[config.mk]
export PLATFORM = sky130hd
export DESIGN_NAME = kwmc_match
export DESIGN_NICKNAME = d
export VERILOG_FILES = /design/src/design/keyword_token_match_counter_unit_assert.svh /design/src/design/kwmc_pkg.sv /design/src/design/kwmc_match.sv
export SDC_FILE = /design/constraint.sdc
export NUM_CORES = 1
export LEC_CHECK = 0
export BUFFER_PORTS_ARGS = -buffer_cell sky130_fd_sc_hd__buf_4
export CAP_MARGIN = 20
export CORE_AREA = 2 2 410 412
export CTS_BUF_LIST = sky130_fd_sc_hd__clkbuf_8
export DETAILED_ROUTE_END_ITERATION = 12
export DIE_AREA = 0 0 412 414
export MAX_ROUTING_LAYER = met4
export SYNTH_ARGS = -nofsm -noshare
export SYNTH_HDL_FRONTEND = slang
export SYNTH_SLANG_ARGS = --single-unit
[constraint.sdc]
create_clock -name clk -period 1.51 [get_ports clk]
set_input_delay 0.2265 -clock clk [delete_from_list [all_inputs] [get_ports clk]]
set_output_delay 0.2265 -clock clk [all_outputs]
set_load 0.01 [all_outputs]
[src/design/keyword_token_match_counter_unit_assert.svh]
// Assertion macros for the keyword token match counter.
// Used by the top level; expects clk and arst_n in scope.
`ifndef KEYWORD_TOKEN_MATCH_COUNTER_UNIT_ASSERT_SVH
`define KEYWORD_TOKEN_MATCH_COUNTER_UNIT_ASSERT_SVH

// property that must hold at every edge out of reset
`define KWMC_CHK(lbl, prop) \
	lbl: assert property (@(posedge clk) disable iff (!arst_n) prop) \
		else $error("kwmc check failed");

// cause on one edge, effect on the next
`define KWMC_NEXT(lbl, cause, effect) \
	lbl: assert property (@(posedge clk) disable iff (!arst_n) (cause) |=> (effect)) \
		else $error("kwmc sequence check failed");

`endif

[src/design/kwmc_pkg.sv]
// Shared types, constants and helpers for the keyword token match counter.
// No dependencies.
package kwmc_pkg;

	localparam int MAX_KEYWORDS  = 128;
	localparam int MAX_TOKEN_LEN = 64;

	localparam int KW_IDX_W = (MAX_KEYWORDS > 1) ? $clog2(MAX_KEYWORDS) : 1;
	localparam int KW_CNT_W = $clog2(MAX_KEYWORDS + 1);
	localparam int POS_W    = (MAX_TOKEN_LEN > 1) ? $clog2(MAX_TOKEN_LEN) : 1;
	localparam int LEN_W    = $clog2(MAX_TOKEN_LEN + 1);
	localparam int WT_W     = 16;
	localparam int MS_W     = 24;

	localparam logic [1:0] FN_KEYWORD = 2'd0;
	localparam logic [1:0] FN_TEXT    = 2'd1;
	localparam logic [1:0] FN_END     = 2'd2;
	localparam logic [1:0] FN_CLEAR   = 2'd3;

	localparam logic [7:0] CH_COMMA = 8'h2C;
	localparam logic [7:0] CH_SPACE = 8'h20;
	localparam logic [7:0] CH_NL    = 8'h0A;

	localparam logic KIND_WORD   = 1'b0;
	localparam logic KIND_TOTALS = 1'b1;

	typedef logic [MAX_TOKEN_LEN-1:0][7:0] tok_t;

	typedef struct packed {
		logic [LEN_W-1:0] len;
		tok_t             chars;
	} kw_row_t;

	typedef enum logic [1:0] {
		ST_IDLE,
		ST_SCAN,
		ST_EMIT
	} st_t;

	// top -> matcher
	typedef struct packed {
		logic clr;
		logic vld_s1;
	} scan_ctl_t;

	// matcher -> top
	typedef struct packed {
		logic                busy;
		logic [KW_CNT_W-1:0] hits;
	} scan_sts_t;

	function automatic logic [7:0] sat8(input logic [KW_CNT_W-1:0] v);
		logic [31:0] w;
		w = 32'(v);
		return (w > 32'd255) ? 8'hFF : w[7:0];
	endfunction

endpackage

[src/design/kwmc_match.sv]
// Compare stage: checks one table row against the finished word per cycle
// and counts equal rows. Depends on kwmc_pkg.
module kwmc_match (
	input  logic                           clk,
	input  logic                           arst_n,
	input  kwmc_pkg::scan_ctl_t            ctl,
	input  kwmc_pkg::kw_row_t              row_s1,
	input  kwmc_pkg::tok_t                 word,
	input  logic [kwmc_pkg::LEN_W-1:0]     word_len,
	output kwmc_pkg::scan_sts_t            sts
);

	logic                          eq;
	logic                          diff;
	logic                          hit_s2;
	logic                          vld_s2;
	logic [kwmc_pkg::KW_CNT_W-1:0] hits_q;

	// bytes past the word length are stale in both buffers, so mask them
	always_comb begin
		diff = 1'b0;
		for (int i = 0; i < kwmc_pkg::MAX_TOKEN_LEN; i++) begin
			if (32'(i) < 32'(word_len) && row_s1.chars[i] != word[i]) begin
				diff = 1'b1;
			end
		end
		eq = (row_s1.len == word_len) && !diff;
	end

	always_ff @(posedge clk) begin
		hit_s2 <= eq;
	end

	always_ff @(posedge clk or negedge arst_n) begin
		if (!arst_n) begin
			vld_s2 <= 1'b0;
			hits_q <= '0;
		end else begin
			vld_s2 <= ctl.vld_s1;
			if (ctl.clr) begin
				hits_q <= '0;
			end else if (vld_s2 && hit_s2) begin
				hits_q <= hits_q + 1'b1;
			end
		end
	end

	assign sts.busy = vld_s2;
	assign sts.hits = hits_q;

endmodule

==> flow_metrics.tcl, run 1 <==
set metrics [dict create \
    synth_area_um2 6880 \
    internal_power_mw 3.29 \
    powerDensity_nw_per_um2 273 \
    vdd_drop_max_mv 0.217 \
    synth_edf_count 0 \
    clock_latency_ns 0.28 \
    min_path_type "in -> reg" \
    critical_path_arrival_ns 2.42 \
    violations "negative setup slack" \
    seqCellArea_um2 245 \
    worst_slack_ns -0.719 \
    initial_core_util_pct 4.13 \
    cts_max_path_buffers 2 \
    use_met2_pct 32.7 \
    worst_path_max_delay_cell "nor4_1" \
    ys_ff_latch 10 \
    cts_made_buffers 3 \
    swShare_pct 37.6 \
    dieArea_um2 171000 \
    hold_ws_ns 0.130 \
    placed_area_um2 18600 \
    yosysSeqAreaShare_pct 3.57 \
    use_met1_pct 16.3 \
    stdcell_count 4430 \
    synthCells 886 \
    leakagePower_nw 8.17 \
    p_seq_share_pct 5.1 \
    ioPinCount 1051 \
    worstSetupStartpointType "input port" \
    synth_ff_type "dfrtp_1" \
    critical_path_class "in -> reg" \
    core-area_um2 166000 \
    timing.max_cap.violations 0 \
    first_pass_iters 5 \
    grt_overflow 0 \
    synth.distinct_cells 48 \
    final_cell_area_um2 19300 \
    clk_pin_slew_worst_paths_ns 0.09 \
    worst_clock_skew_ns 0.0207 \
    switchingPower_mw 1.99 \
    die_w_um 412 \
    cts_tree "yes" \
    routed_wl_um 159000 \
    fillers 19383 \
    ys_warn_count 0 \
    layout_min_cycle_time_ns 2.23 \
    nets 3118 \
    end_kind "register" \
    synth_area_leaders "xor2_1 38%, xnor2_1 29%, nor4_1 7.0%" \
    syn_avg_cell_area_um2 7.76 \
    grt_max_degree 11 \
    synth_top_area_share_pct 37.7 \
    vias_per_cell 2.95 \
    final_max_slew_viol_count 0 \
    gp_congestion 0.989 \
    synth_nets 1929 \
    grt.busiest_layer "met2" \
    antenna_found_initial 289 \
    rsz0062_at_grt "true" \
    fin_crit_sh_pct 148 \
    wire_per_inst_um 36.0 \
    status "finished with violations" \
    path_max_fanout 2 \
    setup_tns_ns -0.719 \
    grt_pass1_vias 13116 \
    area_delta_synth_final_pct 181 \
    dp_cells 4269 \
    cp_cell_sequence "buf_4 > xor2_1 > nor4_1 > a21boi_0 > o21ai_0 > nand3_1 > a211o_1 > nor4_2" \
    die_h_um 414 \
    worst_pin_slew_ns 0.896 \
    grt_use_total_pct 18.5 \
    critPathTopFamily "simple AND/OR/NAND/NOR gates" \
    finalHoldViolations 0 \
    fp-row-count 150 \
    synth_top_cell_by_area "xor2_1" \
    combPwrFrac_pct 87.0 \
    async_reset_ff_share_pct 90.0 \
    portBuffers 1050 \
    finalPower_mw 5.28 \
    max_freq_mhz 449 \
    use_met3_pct 11.8 \
    cts.sinks 10 \
    cpPeakStageDelay_ns 0.78 \
    vias 13055 \
    drt_iter0_drc 1038 \
    dp_hpwl_um 155000 \
    multi_input_area_um2 6790 \
    cp_data_required_time_ns 1.70 \
    grt_first_pass_wirelength_um 186000 \
    crit_buf_inv 1 \
    relSlewSlack_pct 39.7 \
    drtAntennaViolNets 0 \
    drc 0 \
    power.share.clock_pct 7.9 \
    htree_levels 1 \
    setup_viol 1 \
    drive_gt1_share_pct 59.8 \
    cts_root_buf "clkbuf_8" \
]
-- cells by family (layout without fill, tap and decap cells) --
| group | Yosys count | count (layout) | share of synthesized area [%] |
|---|---|---|---|
| XOR/XNOR | 526 | 526 | 67.0 |
| AND/OR/NAND/NOR | 247 | 247 | 20.2 |
| AO/OA/AOI/OAI | 82 | 82 | 7.68 |
| other | 0 | 152 | 0 |
| flip-flops | 10 | 10 | 3.57 |
| buffers and inverters | 19 | 1207 | 1.22 |
| adder cells (fa/ha/maj) | 2 | 2 | 0.328 |
-- layout make-up --
type / count / share of cell area [%]
repair buffers: 1200 / 47.0
diodes: 152 / 1.97
flip-flops and latches: 10 / 1.27
clock buffers: 4 / 0.285
well taps: 2204 / 14.3
inverters: 3 / 0.0583
multi-input cells: 857 / 35.1
-- power by group through the flow --
stage / Combinational (mW) / Sequential, mW / Clock (mW)
global route: 4.92 / 0.271 / 0.424
finish: 4.59 / 0.271 / 0.415
CTS: 4.65 / 0.271 / 0.418
global placement: 4.45 / 0.276 / 0
detailed placement: 4.56 / 0.276 / 0
floorplan: 1.27 / 0.275 / 0
-- synthesized netlist by cell type, types with 7 or more instances --
master and number:
a31oi_1 8, o21ai_0 21, clkbuf_1 11, nor4_1 77, nand2_1 29, nor2_1 39
xor2_1 296, xnor2_1 230, nand4_1 65, nand3_1 10, a21oi_1 17, nor3_1 7
a22oi_1 8, dfrtp_1 9
-- layer usage --
layer,share of wire (%),up-vias
met2,51,1070
li1,-,5724
met5,0,-
met4,2.3,0
met1,31,5991
met3,15,270
-- flip-flops by register name, summed over array words and instances (netlist names) --
name    flops
hit_s2      1
hits_q      8
vld_s2      1
-- layout by cell type, fill, tap and decap left out, drive strengths merged, types with 2 or more instances in the layout --
cell / Yosys / final
buf: 5 / 1199
xor2: 296 / 296
xnor2: 230 / 230
diode: 0 / 152
nor4: 78 / 78
nand4: 65 / 65
nor2: 39 / 39
nand2: 29 / 29
o21ai: 21 / 21
a21oi: 17 / 17
nand3: 10 / 10
dfrtp: 9 / 9
a31oi: 8 / 8
a22oi: 8 / 8
nor3: 7 / 7
o22ai: 5 / 5
and3: 5 / 5
o221ai: 5 / 5
clkbuf: 11 / 4
inv: 3 / 3
or3: 3 / 3
o2111ai: 3 / 3
or2: 3 / 3
a21o: 2 / 2
and2: 2 / 2
a22o: 2 / 2
and4: 2 / 2
a221oi: 2 / 2
-- through the flow --
stage,utilization [%],worst slack [ns]
floorplan,-,-0.678
global route,11.6,-0.774
global placement,11.2,-1.53
finish,11.6,-0.719
detailed placement,11.2,-1.53
CTS,11.4,-0.672
-- final timing paths --
check / slack, ns / end / cells past startpoint / from
worst max register to register: 0.10 / hits_q[7]$_DFFE_PN0P_ / 5 / hit_s2$_DFF_P_
worst min register to register: 0.58 / hits_q[7]$_DFFE_PN0P_ / 2 / hits_q[7]$_DFFE_PN0P_
min in group asynchronous: 0.54 / hits_q[5]$_DFFE_PN0P_ / 2 / arst_n
max in group asynchronous: 0.80 / hits_q[2]$_DFFE_PN0P_ / 2 / arst_n
worst min-delay path: 0.13 / vld_s2$_DFF_PN0_ / 1 / ctl[0]
worst max-delay path: -0.72 / hit_s2$_DFF_P_ / 8 / word[303]
-- what timing repair did --
action	CTS	global route
hold buffers	1	0
endpoints found under the setup margin	1	1
buffers inserted	6	0
resized for setup	39	10
pin swaps	28	3
endpoints found under the hold margin	9	0
No activity file was read; power rests on OpenSTA's default activity.
==> run 2, diff against run 1 <==
--- a/config.mk
+++ b/config.mk
@@ -7,11 +7,14 @@
 export LEC_CHECK = 0
 export BUFFER_PORTS_ARGS = -buffer_cell sky130_fd_sc_hd__buf_4
 export CAP_MARGIN = 20
-export CORE_AREA = 2 2 410 412
+export CELL_PAD_IN_SITES_DETAIL_PLACEMENT = 0
+export CELL_PAD_IN_SITES_GLOBAL_PLACEMENT = 2
+export CORE_AREA = 2 2 411 413
 export CTS_BUF_LIST = sky130_fd_sc_hd__clkbuf_8
 export DETAILED_ROUTE_END_ITERATION = 12
-export DIE_AREA = 0 0 412 414
+export DIE_AREA = 0 0 413 415
 export MAX_ROUTING_LAYER = met4
+export PLACE_DENSITY_LB_ADDON = 0.1
 export SYNTH_ARGS = -nofsm -noshare
 export SYNTH_HDL_FRONTEND = slang
 export SYNTH_SLANG_ARGS = --single-unit
==> flow_metrics.tcl, run 2 (same netlist as run 1, synthesis figures left out) <==
set metrics [dict create \
    portBuffers 1050 \
    rrSetupSlack_ns 0.14 \
    setup_viol 1 \
    ioPinCount 1051 \
    vias_per_cell 2.60 \
    seqCellArea_um2 245 \
    antenna_found_initial 23 \
    worst_slack_ns -0.872 \
    r2r-end "hits_q[7]$_DFFE_PN0P_" \
    layout_min_cycle_time_ns 2.38 \
    cpPeakStageDelay_ns 0.70 \
    vias 11199 \
    hp-start "ctl[0]" \
    dp_hpwl_um 88100 \
    status "finished with violations" \
    die_w_um 413 \
    dieArea_um2 171000 \
    max_freq_mhz 420 \
    critical_path_arrival_ns 2.55 \
    cts_max_path_buffers 2 \
    grt_max_degree 18 \
    multi_input_area_um2 6700 \
    cts.sinks 10 \
    worst_pin_slew_ns 1.04 \
    setup_tns_ns -0.872 \
    area_delta_synth_final_pct 176 \
    finalPower_mw 5.11 \
    final_max_slew_viol_count 0 \
    drive_gt1_share_pct 59.8 \
    final_cell_mix "1212 x buf_4, 295 x xor2_1, 230 x xnor2_1, 65 x nand4_1, 60 x nor4_1" \
    fp-row-count 150 \
    post-route-util_pct 11.4 \
    clock_latency_ns 0.26 \
    fin_crit_sh_pct 158 \
    grt_overflow 0 \
    clk_pin_slew_worst_paths_ns 0.07 \
    end_kind "register" \
    leakagePower_nw 8.19 \
    grt_first_pass_wirelength_um 115000 \
    hold_end "vld_s2$_DFF_PN0_" \
    gp_congestion 0.788 \
    wire_per_inst_um 21.2 \
    largest_register_ffs 8 \
    core-area_um2 167000 \
    cts_tree "yes" \
    fillers 19445 \
    relSlewSlack_pct 29.8 \
    drtAntennaViolNets 0 \
    cp_cell_sequence "buf_4 > xor2_1 > nor4_1 > nand2_1 > nor3_1 > buf_4 > a31oi_1 > a211o_1 > nor4_2" \
    final_common_cell "buf_4" \
    vdd_drop_max_mv 0.149 \
    nets 3136 \
    largest-register "hits_q" \
    cts_root_buf "clkbuf_8" \
    die_h_um 415 \
    drc 0 \
    critical_path_class "in -> reg" \
    rsz0062_at_grt "true" \
    finalHoldViolations 0 \
    worst_clock_skew_ns 0.0173 \
    worst_path_max_delay_cell "nor3_1" \
    first_pass_iters 4 \
    path_max_fanout 2 \
    htree_levels 1 \
    r2r_cells 5 \
    reg.largest.list "hits_q x8, hit_s2 x1, vld_s2 x1" \
    path_common_cell "buf_4" \
    violations "negative setup slack" \
    reg2reg_from "hit_s2$_DFF_P_" \
    timing.max_cap.violations 0 \
    min_path_type "in -> reg" \
    powerDensity_nw_per_um2 269 \
    whs_path_depth 1 \
    cts_made_buffers 3 \
    grt_use_total_pct 10.4 \
    worstSetupStartpointType "input port" \
    initial_core_util_pct 4.13 \
    grt_pass1_vias 12790 \
    routed_wl_um 91400 \
    cp_data_required_time_ns 1.68 \
    drt_iter0_drc 211 \
]
-- run 2: changes by cell type in the layout (fill, tap and decap cells not counted), moves of 3 or more --
| cell | previous run | this run |
|---|---|---|
| nor4_1 | 67 | 60 |
| nand2_2 | 3 | 0 |
| buf_4 | 1189 | 1212 |
| nand2_1 | 26 | 29 |
| nor4_2 | 11 | 17 |
| xnor2_1 | 223 | 230 |
| diode_2 | 152 | 19 |
| xnor2_2 | 5 | 0 |
| buf_6 | 6 | 0 |
-- run 2: power breakdown --
group / switching, mW / internal [mW]
registers: 0.000872 / 0.269
clock network: 0.148 / 0.231
logic: 1.69 / 2.77
-- run 2: routing by layer --
layer / global-route usage [%] / share of wire (%) / vias up
met5: - / 0 / -
met4: 1.16 / 0.50 / 0
met3: 2.31 / 6.2 / 22
met2: 20.6 / 58 / 479
met1: 10.4 / 36 / 5154
li1: - / - / 5544
-- run 2: stage by stage --
step	cell area, um2	hold slack [ns]	cells	setup slack, ns
CTS	18900	0.0683	4296	-0.955
finish	19000	0.0767	4315	-0.872
global placement	18700	0.0720	4289	-1.77
global route	19000	0.0694	4314	-0.962
floorplan	6880	-0.0691	886	-0.678
detailed placement	18700	0.0726	4290	-1.64
-- run 2: critical path, delay by kind of cell --
kind,cells,cell delay (ns)
simple gates,4,1.49
xor+xnor,1,0.15
compound gates,2,0.33
buf+inv,2,0.35
-- run 2: final cells by class --
type | count | area share (%)
diodes | 19 | 0.250
clock buffers | 4 | 0.290
inverters | 3 | 0.0592
multi-input cells | 857 | 35.2
flip-flops and latches | 10 | 1.29
well taps | 2204 | 14.5
repair buffers | 1218 | 48.4
-- run 2: worst max-delay path by stage --
| stage | start | end | slack [ns] |
|---|---|---|---|
| 2_1_floorplan | word_len[6] | hit_s2$_DFF_P_ | -0.68 |
| 3_3_place_gp | word[158] | hit_s2$_DFF_P_ | -1.77 |
| 3_5_place_dp | word[166] | hit_s2$_DFF_P_ | -1.64 |
| 4_1_cts | word[166] | hit_s2$_DFF_P_ | -0.96 |
| 5_1_grt | word[324] | hit_s2$_DFF_P_ | -0.96 |
| 6_report | word[117] | hit_s2$_DFF_P_ | -0.87 |
-- run 2: timing repair --
action                     in CTS  in global routing
hold buffers                    1                  0
cloned                          0                  0
resized for setup              15                 11
buffers inserted                1                  0
hold endpoints to repair        9                  0
pin swaps                       4                  3
setup endpoints to repair       1                  1
==> run 3, diff against run 2 <==
--- a/config.mk
+++ b/config.mk
@@ -5,15 +5,14 @@
 export SDC_FILE = /design/constraint.sdc
 export NUM_CORES = 1
 export LEC_CHECK = 0
-export BUFFER_PORTS_ARGS = -buffer_cell sky130_fd_sc_hd__buf_4
 export CAP_MARGIN = 20
 export CELL_PAD_IN_SITES_DETAIL_PLACEMENT = 0
 export CELL_PAD_IN_SITES_GLOBAL_PLACEMENT = 2
-export CORE_AREA = 2 2 411 413
+export CORE_AREA = 2 2 407 409
 export CTS_BUF_LIST = sky130_fd_sc_hd__clkbuf_8
 export DETAILED_ROUTE_END_ITERATION = 12
-export DIE_AREA = 0 0 413 415
-export MAX_ROUTING_LAYER = met4
+export DIE_AREA = 0 0 409 411
+export DONT_BUFFER_PORTS = 1
 export PLACE_DENSITY_LB_ADDON = 0.1
 export SYNTH_ARGS = -nofsm -noshare
 export SYNTH_HDL_FRONTEND = slang
==> flow_metrics.tcl, run 3 (same netlist as run 1, synthesis figures left out) <==
set metrics [dict create \
    dp_cells 3223 \
    setup_viol 1 \
    r2r-end "hits_q[5]$_DFFE_PN0P_" \
    vdd_drop_max_mv 0.209 \
    worst_pin_slew_ns 0.837 \
    dp_hpwl_um 64800 \
    clock_latency_ns 0.27 \
    violations "negative setup slack" \
    drive_gt1_share_pct 21.8 \
    drc 0 \
    rsz0062_at_grt "true" \
    gp_congestion 0.824 \
    timing.max_cap.violations 0 \
    worst_clock_skew_ns 0.0163 \
    initial_core_util_pct 4.20 \
    largest-register "hits_q" \
    worstSetupStartpointType "input port" \
    finalHoldViolations 0 \
    clk_pin_slew_worst_paths_ns 0.08 \
    routed_wl_um 68500 \
    core-area_um2 164000 \
    end_kind "register" \
    final_common_cell "xor2_1" \
    reg2reg_from "hit_s2$_DFF_P_" \
    placed_area_um2 10900 \
    cts_tree "yes" \
    rrSetupSlack_ns 0.25 \
    die_h_um 411 \
    nets 2088 \
    relSlewSlack_pct 43.7 \
    antenna_found_initial 9 \
    cts.sinks 10 \
    htree_levels 1 \
    hold_end "hits_q[5]$_DFFE_PN0P_" \
    critical_path_class "in -> reg" \
    r2r_cells 7 \
    wire_per_inst_um 21.2 \
    min_path_type "in -> reg" \
    stdcell_count 3238 \
    portBuffers 0 \
    dieArea_um2 168000 \
    whs_path_depth 1 \
    hp-start "ctl[1]" \
    setup_tns_ns -0.599 \
    first_pass_iters 4 \
    cts_root_buf "clkbuf_8" \
    grt_first_pass_wirelength_um 83800 \
    drtAntennaViolNets 0 \
    grt_pass1_vias 8844 \
    ioPinCount 1051 \
    final_max_slew_viol_count 0 \
    largest_register_ffs 8 \
    grt_max_degree 25 \
    leakagePower_nw 3.22 \
    area_delta_synth_final_pct 65.4 \
    cp_data_required_time_ns 1.69 \
    fillers 19310 \
    fp-row-count 149 \
    reg.largest.list "hits_q x8, hit_s2 x1, vld_s2 x1" \
    layout_min_cycle_time_ns 2.11 \
    critical_path_arrival_ns 2.29 \
    cts_max_path_buffers 2 \
    grt_use_total_pct 7.55 \
    status "finished with violations" \
    grt_overflow 0 \
    final_cell_area_um2 11400 \
    final_cell_mix "296 x xor2_1, 226 x xnor2_1, 156 x buf_4, 65 x nand4_1, 46 x nor4_1" \
    max_freq_mhz 474 \
    path_max_fanout 11 \
    cts_made_buffers 3 \
    worst_slack_ns -0.599 \
    die_w_um 409 \
    drt_iter0_drc 183 \
    fin_crit_sh_pct 140 \
    vias_per_cell 2.30 \
    powerDensity_nw_per_um2 243 \
    vias 7436 \
]
run 3: changes by cell type in the layout (fill, tap and decap cells not counted), sizes merged:
| cell | before | now |
|---|---|---|
| diode | 19 | 5 |
| buf | 1217 | 167 |
| dlygate4sd3 | 1 | 3 |
run 3: metal layers:
metal	wire, um	track usage (%)
met4	1050	1.24
met5	13	0
met2	39100	15.3
met3	4270	1.53
met1	24000	7.93
run 3: per-stage QoR:
| stage | total power [mW] | hold WS, ns | util (%) | worst slack (ns) |
|---|---|---|---|---|
| after floorplan | 1.55 | -0.0691 | - | -0.678 |
| after global placement | 2.37 | -0.0681 | 6.65 | -1.70 |
| after detailed placement | 2.34 | -0.0681 | 6.66 | -1.44 |
| after CTS | 2.94 | 0.00524 | 6.92 | -0.603 |
| after global routing | 3.08 | 0.00938 | 6.94 | -0.658 |
| final | 2.77 | 0.0268 | 6.94 | -0.599 |
run 3: repair_timing:
item,in CTS,in global routing
hold buffers,3,0
setup endpoints to repair,1,1
endpoints found under the hold margin,13,0
resized for setup,55,2
setup buffers,3,0
pin swaps,19,2
cloned,0,0
run 3: worst max-delay path by stage:
stage                     slack [ns]        endpoint        start
final                          -0.60  hit_s2$_DFF_P_  word_len[5]
after detailed placement       -1.44  hit_s2$_DFF_P_    word[422]
after CTS                      -0.60  hit_s2$_DFF_P_  word_len[5]
after global placement         -1.70  hit_s2$_DFF_P_    word[157]
after global routing           -0.66  hit_s2$_DFF_P_    word[172]
after floorplan                -0.68  hit_s2$_DFF_P_  word_len[6]
run 3: final cells by class:
class,count,area [um2],area share [%]
well taps,2189,2740,24.1
inverters,3,11.3,0.0990
repair buffers,170,1390,12.2
flip-flops and latches,10,245,2.16
diodes,5,12.5,0.110
clock buffers,4,55.1,0.484
multi-input cells,857,6920,60.8
run 3: critical path, stage by stage:
cell,delay [ns]
or2_4,0.25
nor3b_4,0.23
buf_12,0.16
a22oi_2,0.05
or4_4,0.58
o41a_1,0.34
a211o_1,0.26
nor4_2,0.16
run 3: power by group:
part	switching, mW	internal (mW)
logic	0.953	1.14
clock network	0.170	0.232
registers	0.00260	0.269
total	1.13	1.64
